**src/design/scfla_pkg.sv**
```systemverilog
package scfla_pkg;

  localparam int GRANULE_SHIFT      = 2;
  localparam int GRANULE_BYTES      = 1 << GRANULE_SHIFT;
  localparam int MAX_BLOCK_BYTES    = 256;
  localparam int MIN_BLOCK_BYTES    = 8;
  localparam int CHUNK_BYTES        = 16384;
  localparam int REGION_BYTES       = 262144;

  localparam int NUM_CLASSES        = MAX_BLOCK_BYTES / GRANULE_BYTES;
  localparam int CLASS_W            = $clog2(NUM_CLASSES);
  localparam int NUM_GRANULES       = REGION_BYTES / GRANULE_BYTES;
  localparam int GRAN_W             = $clog2(NUM_GRANULES);
  localparam int LINK_W             = GRAN_W + 1;
  localparam int CHUNK_GRANULES     = CHUNK_BYTES / GRANULE_BYTES;
  localparam int CHUNK_OFF_W        = $clog2(CHUNK_GRANULES);
  localparam int NUM_CHUNKS         = REGION_BYTES / CHUNK_BYTES;
  localparam int CHUNK_IDX_W        = $clog2(NUM_CHUNKS);
  localparam int CHUNK_CNT_W        = CHUNK_IDX_W + 1;
  localparam int MIN_BLOCK_GRANULES = MIN_BLOCK_BYTES / GRANULE_BYTES;
  localparam int BLK_GRAN_W         = CLASS_W + 1;

  localparam int SIZE_W             = 12;
  localparam int ADDR_W             = 18;
  localparam int STATUS_W           = 2;

  localparam logic [STATUS_W-1:0] ST_OK       = 2'd0;
  localparam logic [STATUS_W-1:0] ST_OOM      = 2'd1;
  localparam logic [STATUS_W-1:0] ST_OVERSIZE = 2'd2;

  localparam logic MODE_ALLOC = 1'b0;
  localparam logic MODE_FREE  = 1'b1;

  typedef struct packed {
    logic                accept;
    logic                free_push;
    logic                pop_issue;
    logic                carve_start;
    logic                carve_step;
    logic                chain_read;
    logic                pop_done;
    logic                out_load;
    logic                out_addr;
    logic [STATUS_W-1:0] out_status;
  } cmd_t;

  typedef struct packed {
    logic oversize;
    logic is_free;
    logic head_valid;
    logic chunks_full;
    logic carve_last;
  } sts_t;

endpackage

```
**src/design/scfla_ctrl.sv**
```systemverilog
module scfla_ctrl (
  input  logic            clk,
  input  logic            rst,
  input  logic            in_valid,
  output logic            in_ready,
  output logic            out_valid,
  input  logic            out_ready,
  input  scfla_pkg::sts_t sts,
  output scfla_pkg::cmd_t cmd
);

  localparam logic [2:0] S_IDLE     = 3'd0;
  localparam logic [2:0] S_LOOKUP   = 3'd1;
  localparam logic [2:0] S_CARVE    = 3'd2;
  localparam logic [2:0] S_CHAIN_RD = 3'd3;
  localparam logic [2:0] S_POP      = 3'd4;

  logic [2:0] state;
  logic [2:0] state_next;
  logic       out_free;

  assign out_free = !out_valid || out_ready;
  assign in_ready = (state == S_IDLE);

  always_comb begin
    cmd        = '0;
    state_next = state;
    unique case (state)
      S_IDLE: begin
        if (in_valid) begin
          cmd.accept = 1'b1;
          state_next = S_LOOKUP;
        end
      end
      S_LOOKUP: begin
        priority if (sts.oversize) begin
          if (out_free) begin
            cmd.out_load   = 1'b1;
            cmd.out_status = scfla_pkg::ST_OVERSIZE;
            state_next     = S_IDLE;
          end
        end else if (sts.is_free) begin
          if (out_free) begin
            cmd.free_push  = 1'b1;
            cmd.out_load   = 1'b1;
            cmd.out_status = scfla_pkg::ST_OK;
            state_next     = S_IDLE;
          end
        end else if (sts.head_valid) begin
          cmd.pop_issue = 1'b1;
          state_next    = S_POP;
        end else if (sts.chunks_full) begin
          if (out_free) begin
            cmd.out_load   = 1'b1;
            cmd.out_status = scfla_pkg::ST_OOM;
            state_next     = S_IDLE;
          end
        end else begin
          cmd.carve_start = 1'b1;
          state_next      = S_CARVE;
        end
      end
      S_CARVE: begin
        cmd.carve_step = 1'b1;
        if (sts.carve_last) begin
          state_next = S_CHAIN_RD;
        end
      end
      S_CHAIN_RD: begin
        cmd.chain_read = 1'b1;
        state_next     = S_POP;
      end
      S_POP: begin
        if (out_free) begin
          cmd.pop_done   = 1'b1;
          cmd.out_load   = 1'b1;
          cmd.out_addr   = 1'b1;
          cmd.out_status = scfla_pkg::ST_OK;
          state_next     = S_IDLE;
        end
      end
      default: begin
        state_next = S_IDLE;
      end
    endcase
  end

  always_ff @(posedge clk) begin
    if (rst) begin
      state     <= S_IDLE;
      out_valid <= 1'b0;
    end else begin
      state     <= state_next;
      out_valid <= cmd.out_load || (out_valid && !out_ready);
    end
  end

  a_load_into_free_slot: assert property (@(posedge clk) disable iff (rst)
    cmd.out_load |-> (!out_valid || out_ready))
    else $error("result loaded while the previous beat was still held");

  a_accept_to_lookup: assert property (@(posedge clk) disable iff (rst)
    (in_valid && in_ready) |=> (state == S_LOOKUP))
    else $error("accepted beat did not move to lookup");

  a_carve_has_room: assert property (@(posedge clk) disable iff (rst)
    cmd.carve_start |-> !sts.chunks_full)
    else $error("carve started with the region exhausted");

  a_carve_end_reads_chain: assert property (@(posedge clk) disable iff (rst)
    (state == S_CARVE && sts.carve_last) |=> (state == S_CHAIN_RD))
    else $error("carve end did not read the new list head");

endmodule

```
**config.mk**
```make
export PLATFORM = sky130hd
export DESIGN_NAME = scfla_ctrl
export DESIGN_NICKNAME = d
export VERILOG_FILES = /design/src/design/scfla_pkg.sv /design/src/design/scfla_ctrl.sv
export SDC_FILE = /design/constraint.sdc
export NUM_CORES = 1
export LEC_CHECK = 0
export ABC_AREA = 0
export BUFFER_PORTS_ARGS = -buffer_cell sky130_fd_sc_hd__buf_2
export CAP_MARGIN = 20
export CORE_AREA = 2 2 39 41
export DETAILED_ROUTE_END_ITERATION = 6
export DIE_AREA = 0 0 41 43
export PLACE_DENSITY = 0.64
export SYNTH_ARGS = -nofsm -noshare
export SYNTH_HDL_FRONTEND = slang
export SYNTH_SLANG_ARGS = --single-unit
```
**constraint.sdc**
```tcl
create_clock -name clk -period 2.4 [get_ports clk]
set_input_delay 0.48 -clock clk [delete_from_list [all_inputs] [get_ports clk]]
set_output_delay 0.48 -clock clk [all_outputs]
set_load 0.005 [all_outputs]
```
Word level (Yosys, flattened, before mapping). Cells that the tools add are included.

Output and inout bits: 13. Word-level logic and storage cells: 50. Flip-flop bits (word level): 4.

Mux-type cells: 35. Equal/unequal tests: 6. Reduce and logical (&&, ||, !) cells: 7.

Operators by type and width (count): 3-bit two-way mux (9); 1-bit two-way mux (19); 3-bit one-hot mux with 5 select lines (1); 3-bit by 2-bit equality test with 1-bit output, second input constant (2); 2-bit two-way mux (3); 5-bit two-way mux (1); 2-bit inequality test, second input constant (2); 2-bit one-hot mux with 2 select lines (1); 3-bit by 1-bit equality test with 1-bit output, second input constant (1); 3-bit equality test, second input constant (1); 3-bit zero test (1); 1-bit zero test (2); 1-bit logical OR (2); 1-bit one-hot mux with 2 select lines (1); 2-bit AND reduction (1); 1-bit logical AND (1).

Longest topological paths before layout. Gate-level depths: netlist of run 1.

Depth in word-level cells: 9. Depth in mapped cells: 5. Depth with buffers taken out: 4.

Worst setup path after synthesis of run 1. Ideal clock, no wire load.

Path type: register to output. From: register state[2]. To: output port cmd[9] in the netlist's numbering. Cell stages (with the launch flop): 5. Arrival: 1.035 ns. Required time: 1.920 ns. Slack: 0.885 ns. Path through: dfxtp_1 > clkbuf_8 > nand2b_1 > nor3_1 > and3b_1.

RTL lines: from (decl) (RTL line scfla_ctrl.sv:18) `logic [2:0] state;`; from (signal assigned) (RTL line scfla_ctrl.sv:93) `state <= state_next;`; to (decl) (RTL line scfla_ctrl.sv:9) `output scfla_pkg::cmd_t cmd`.

==> results of run 1 <==
==> cell type report <==
cell class,instances,share of cell area
multi-input cells,38,0.503
flip-flops and latches,4,0.169
well taps,16,0.0423
clock buffers,3,0.0476
repair buffers,21,0.222
inverters,2,0.0159
==> through the flow <==
step	total power, mW	util	cells
6_report	0.207	0.342	84
5_1_grt	0.224	0.342	84
4_1_cts	0.211	0.342	84
3_5_place_dp	0.127	0.325	81
3_3_place_gp	0.126	0.325	81
2_1_floorplan	0.109	-	48
==> layout by cell type, fill, tap and decap left out, drive strengths merged <==
master / n
a2111oi: 1
a211o: 1
a21boi: 1
a21oi: 5
and2: 1
and3: 2
and3b: 2
buf: 21
clkbuf: 3
dfxtp: 4
inv: 2
mux2: 1
nand2: 2
nand2b: 3
nand3b: 1
nor2: 5
nor2b: 2
nor3: 7
nor4b: 1
o21ai: 1
o22ai: 2
==> critical path: stages, from the launching register on <==
cell and delay, ns:
dfxtp_1 0.49, nand2b_1 0.20, nor3_1 0.30, and3_1 0.21, buf_2 0.11
==> worst paths after layout <==
| kind | cells after the start | slack, ns | startpoint | to |
|---|---|---|---|---|
| worst max-delay path | 4 | 0.38 | state[0] | cmd[0] |
| worst max register to register | 3 | 1.20 | state[1] | state[1] |
| worst min register to register | 2 | 0.54 | out_valid | out_valid |
| worst min-delay path | 2 | 0.46 | rst | out_valid |
==> layer usage <==
layer	vias to the layer above	routed length, microns	global-route usage
met5	-	0	0
met4	0	11	0.0800
met3	2	65	0.0157
met2	17	387	0.163
met1	173	419	0.135
li1	210	-	-
==> flip-flops by register name (all words and copies together) (netlist names) <==
name	count
state	3
out_valid	1
==> kinds of logic (layout without fill, tap and decap cells) <==
| family | Yosys count | after routing | share of synthesized area |
|---|---|---|---|
| compound gates | 11 | 11 | 0.201 |
| buf+inv | 6 | 26 | 0.133 |
| flops | 4 | 4 | 0.218 |
| mux | 1 | 1 | 0.0307 |
| simple gates | 26 | 26 | 0.416 |
==> power by group through the flow <==
stage,clock [mW],combinational [mW],sequential (mW)
floorplan,0,0.0358,0.0733
global placement,0,0.0490,0.0770
detailed placement,0,0.0494,0.0771
CTS,0.0851,0.0497,0.0762
global route,0.0913,0.0559,0.0771
finish,0.0815,0.0494,0.0762
==> Yosys cell counts <==
cell	number
buf_8	1
nand2b_1	2
dfxtp_1	4
o22ai_1	2
inv_1	2
nor3_1	7
o21ai_0	1
nor4b_1	1
mux2_2	1
buf_2	1
nand2_1	2
a211o_1	1
a21boi_0	1
a21oi_1	5
and2_1	1
nor2b_1	2
buf_4	1
nand3b_1	1
and3_1	2
clkbuf_8	1
a2111oi_2	1
nor2_1	5
and3b_1	2
nand2b_4	1
==> flow_metrics.env, run 1 <==
export IMPL_routabilityCongestion=0.810
export IMPL_cts_resized=0
export IMPL_clk_path_buf_depth=2
export IMPL_diodes=0
export IMPL_postSynthNetCount=57
export IMPL_area_delta_synth_final_pct=29.0
export IMPL_grt_pass1_vias=362
export IMPL_overflow=0
export IMPL_seq_area_frac_synth=0.218
export IMPL_syn_inst=48
export IMPL_nets=79
export IMPL_fp_dieH_microns=43
export IMPL_maxSlewHeadroom=0.758
export IMPL_crit_type="reg2out"
export IMPL_synth_area_leaders="dfxtp_1, nor3_1, a21oi_1, nor2_1, and3b_1"
export IMPL_critPathMaxFanout=9
export IMPL_synth_avg_cell_area_sq_um=7.64
export IMPL_p_per_area_nw_per_um2=438
export IMPL_first_pass_iters=2
export IMPL_tns_ns=0
export IMPL_peakVddDrop_uv=143
export IMPL_setup_viol=0
export IMPL_tightest_slew_ns=0.362
export IMPL_combPwrFrac=0.238
export IMPL_finalWorstSetupSlack_ns=0.379
export IMPL_wl_microns=884
export IMPL_cts_max_level=1
export IMPL_track_usage=0.109
export IMPL_grt_max_degree=12
export IMPL_rsz0062_at_grt="no"
export IMPL_die_area_sq_um=1760
export IMPL_cts_buffers=3
export IMPL_core_sq_um=1380
export IMPL_rows=14
export IMPL_hold_class="in2reg"
export IMPL_p_sw_frac=0.270
export IMPL_p_int_mw=0.151
export IMPL_yosysWarnings=0
export IMPL_maxCapViolCount=0
export IMPL_timing_final_crit_share=0.842
export IMPL_vias=402
export IMPL_top_level_ports=22
export IMPL_start_util=0.265
export IMPL_die_w_microns=41
export IMPL_clkPwrFrac=0.394
export IMPL_vias_per_cell=4.79
export IMPL_portBuffers=21
export IMPL_startpoint_type="flip-flop"
export IMPL_place_ws_ns=0.625
export IMPL_switchingPower_mw=0.0559
export IMPL_path_clk_slew_ns=0.04
export IMPL_holdWs_ns=0.464
export IMPL_cts_tree="yes"
export IMPL_period_minus_slack_ns=2.02
export IMPL_ys_ff_latch=4
export IMPL_drt_first_iter_violations=3
export IMPL_status="completed"
export IMPL_clock_sinks=4
export IMPL_seq_power_share=0.368
export IMPL_wire_per_inst_microns=10.5
export IMPL_yosysTopAreaCellShare=0.218
export IMPL_yosys_area_top_type="dfxtp_1"
export IMPL_stdcell_area_sq_um=473
export IMPL_syn_area_sq_um=367
export IMPL_hold_buffers=0
export IMPL_antenna_found_initial=0
export IMPL_cp_required_ns=1.92
export IMPL_endpoint_kind="output pin"
export IMPL_multi_input_area_sq_um=238
export IMPL_drv_slew=0
export IMPL_finalHoldViolCount=0
export IMPL_placed_cell_area_sq_um=450
export IMPL_ant_nets=0
export IMPL_root_buffer="clkbuf_4"
export IMPL_cp_arrival_ns=1.54
export IMPL_cts_setup_buffers=0
export IMPL_regArea_sq_um=80.1
export IMPL_timing_fmax_mhz=495
export IMPL_fin_skew_ns=0.000146
export IMPL_dpl_hpwl_microns=714
export IMPL_leakagePower_nw=0.233
export IMPL_drive_above_1_share=0.397
export IMPL_yosysUniqueCellTypes=24
export IMPL_drc=0
export IMPL_grt_pass1_wl_microns=1340
export IMPL_fillers=159
export IMPL_insertion_delay_ns=0.23
No activity file was read; power rests on OpenSTA's default activity.
==> run 2: changes to the inputs <==
- ABC_AREA: 0 -> 1
- PLACE_DENSITY: 0.64 -> 0.62
- clock period: 2.4 -> 2.05 ns (I/O delays scaled with it)
==> run 2 against run 1 <==
Final cell count rose by 18%. Die area unchanged. Via count up 5.7%. Routed wire length down 6.8%. Clock power up 18%. Count of clock-buffer cells in the layout unchanged. Critical path type unchanged.
==> flow_metrics.env, run 2 <==
export IMPL_status="completed"
export IMPL_cts_setup_buffers=0
export IMPL_clk_path_buf_depth=2
export IMPL_endpoint_kind="output pin"
export IMPL_cts_buffers=3
export IMPL_track_usage=0.106
export IMPL_cpPeakStageDelay_ns=0.42
export IMPL_critPathMaxFanout=5
export IMPL_final_cells=99
export IMPL_drv_slew=0
export IMPL_rsz0062_at_grt="no"
export IMPL_synth_edff_count=0
export IMPL_diodes=0
export IMPL_drc=0
export IMPL_dp_cells=96
export IMPL_nets=94
export IMPL_cts_tree="yes"
export IMPL_dpl_hpwl_microns=735
export IMPL_synth_common_cells="nand2_1, inv_1, nor2_1"
export IMPL_final_cell_mix="buf_2, nand2_1, inv_1"
export IMPL_syn_inst=60
export IMPL_startpoint_type="flip-flop"
export IMPL_ys_ff_latch=4
export IMPL_post_route_util=0.347
export IMPL_p_per_area_nw_per_um2=518
export IMPL_period_minus_slack_ns=1.64
export IMPL_start_util=0.246
export IMPL_fp_dieH_microns=43
export IMPL_tns_ns=0
export IMPL_portBuffers=21
export IMPL_maxCapViolCount=0
export IMPL_mostFrequentLayoutCell="buf_2"
export IMPL_routabilityCongestion=0.671
export IMPL_overflow=0
export IMPL_seq_area_frac_synth=0.235
export IMPL_cp_required_ns=1.64
export IMPL_fin_skew_ns=0.000363
export IMPL_die_area_sq_um=1760
export IMPL_syn_area_sq_um=340
export IMPL_yosys_area_top_type="dfxtp_1"
export IMPL_yosysWarnings=0
export IMPL_hp_start="rst"
export IMPL_worst_setup_path_startpoint="state[0]"
export IMPL_wire_per_inst_microns=8.32
export IMPL_antenna_found_initial=0
export IMPL_clock_sinks=4
export IMPL_postSynthNetCount=69
export IMPL_synth_avg_cell_area_sq_um=5.67
export IMPL_vias_per_cell=4.29
export IMPL_root_buffer="clkbuf_4"
export IMPL_peakVddDrop_uv=190
export IMPL_cts_max_level=1
export IMPL_maxSlewHeadroom=0.793
export IMPL_setup_viol=0
export IMPL_leakagePower_nw=0.307
export IMPL_top_level_ports=22
export IMPL_synth_most_common_cell="nand2_1"
export IMPL_cp_slowest_cell="dfxtp_1"
export IMPL_timing_rr_start="state[2]"
export IMPL_rows=14
export IMPL_cp_arrival_ns=1.23
export IMPL_tightest_slew_ns=0.308
export IMPL_crit_chain="nand3_2 -> inv_2 -> nand2_1 -> nor3_2 -> buf_2"
export IMPL_crit_type="reg2out"
export IMPL_grt_pass1_vias=358
export IMPL_drive_above_1_share=0.410
export IMPL_path_clk_slew_ns=0.03
export IMPL_synth_area_leaders="dfxtp_1, nand2_1, inv_1, nor2_1, nand3_1"
export IMPL_top_regs="state: 3 flops, out_valid: 1 flops"
export IMPL_yosysTopAreaCellShare=0.235
export IMPL_timing_final_crit_share=0.798
export IMPL_synthArstFlopShare=0
export IMPL_hold_class="in2reg"
export IMPL_grt_pass1_wl_microns=1240
export IMPL_die_w_microns=41
export IMPL_core_sq_um=1380
export IMPL_fin_total_pwr_mw=0.249
export IMPL_timing_fmax_mhz=611
export IMPL_largest_reg_flops=3
export IMPL_cts_resized=0
export IMPL_yosysUniqueCellTypes=14
export IMPL_vias=425
export IMPL_ant_nets=0
export IMPL_finalHoldViolCount=0
export IMPL_first_pass_iters=1
export IMPL_wl_microns=824
export IMPL_insertion_delay_ns=0.23
export IMPL_synth_ff_type="dfxtp_1"
export IMPL_top_register="state"
export IMPL_drt_first_iter_violations=0
export IMPL_area_delta_synth_final_pct=41.2
export IMPL_grt_max_degree=6
export IMPL_hold_buffers=0
==> run 2: stage by stage <==
stage	area [sq um]	setup WS (ns)	hold slack, ns
finish	480	0.414	0.357
global route	480	0.290	0.364
CTS	480	0.394	0.354
detailed placement	458	0.491	0.595
global placement	458	0.517	0.578
floorplan	340	0.716	0.479
==> run 2: kinds of logic after synthesis <==
kind of cell / after synthesis / synth area share
AND/OR/NAND/NOR: 36 / 0.518
buffers and inverters: 16 / 0.187
flip-flops: 4 / 0.235
AO/OA/AOI/OAI: 4 / 0.0588
==> run 2: worst paths after layout <==
check	slack, ns	cells past startpoint	end
setup / recovery	0.41	5	cmd[9]
setup reg to reg	1.02	7	out_valid
hold reg to reg	0.59	3	state[0]
hold / removal	0.36	2	state[2]
==> run 2: layout make-up <==
type	instances	area, sq um
clock buffers	3	22.5
fillers	163	903
inverters	15	56.3
multi-input cells	40	196
flip-flops and latches	4	80.1
well taps	16	20.0
repair buffers	21	105
==> run 2: where the power goes <==
part | switching [mW] | leakage [nW] | total [mW] | internal, mW
Clock | 0.0309 | 0.0138 | 0.0963 | 0.0654
Combinational | 0.0369 | 0.260 | 0.0641 | 0.0272
Sequential | 0.00548 | 0.0327 | 0.0885 | 0.0830
Total | 0.0732 | 0.307 | 0.249 | 0.176
==> run 2: routing by layer <==
layer,global-route usage,vias to the layer above,share of wire
met4,0.0600,0,0.017
met5,0,-,0
met3,0.0471,2,0.066
met1,0.106,178,0.42
li1,-,231,-
met2,0.172,14,0.50
==> run 2: critical path: cells and delay by family (launching register included) <==
family	cells	cell delay [ns]
buffers and inverters	2	0.23
AND/OR/NAND/NOR	3	0.34
flip-flops	1	0.42
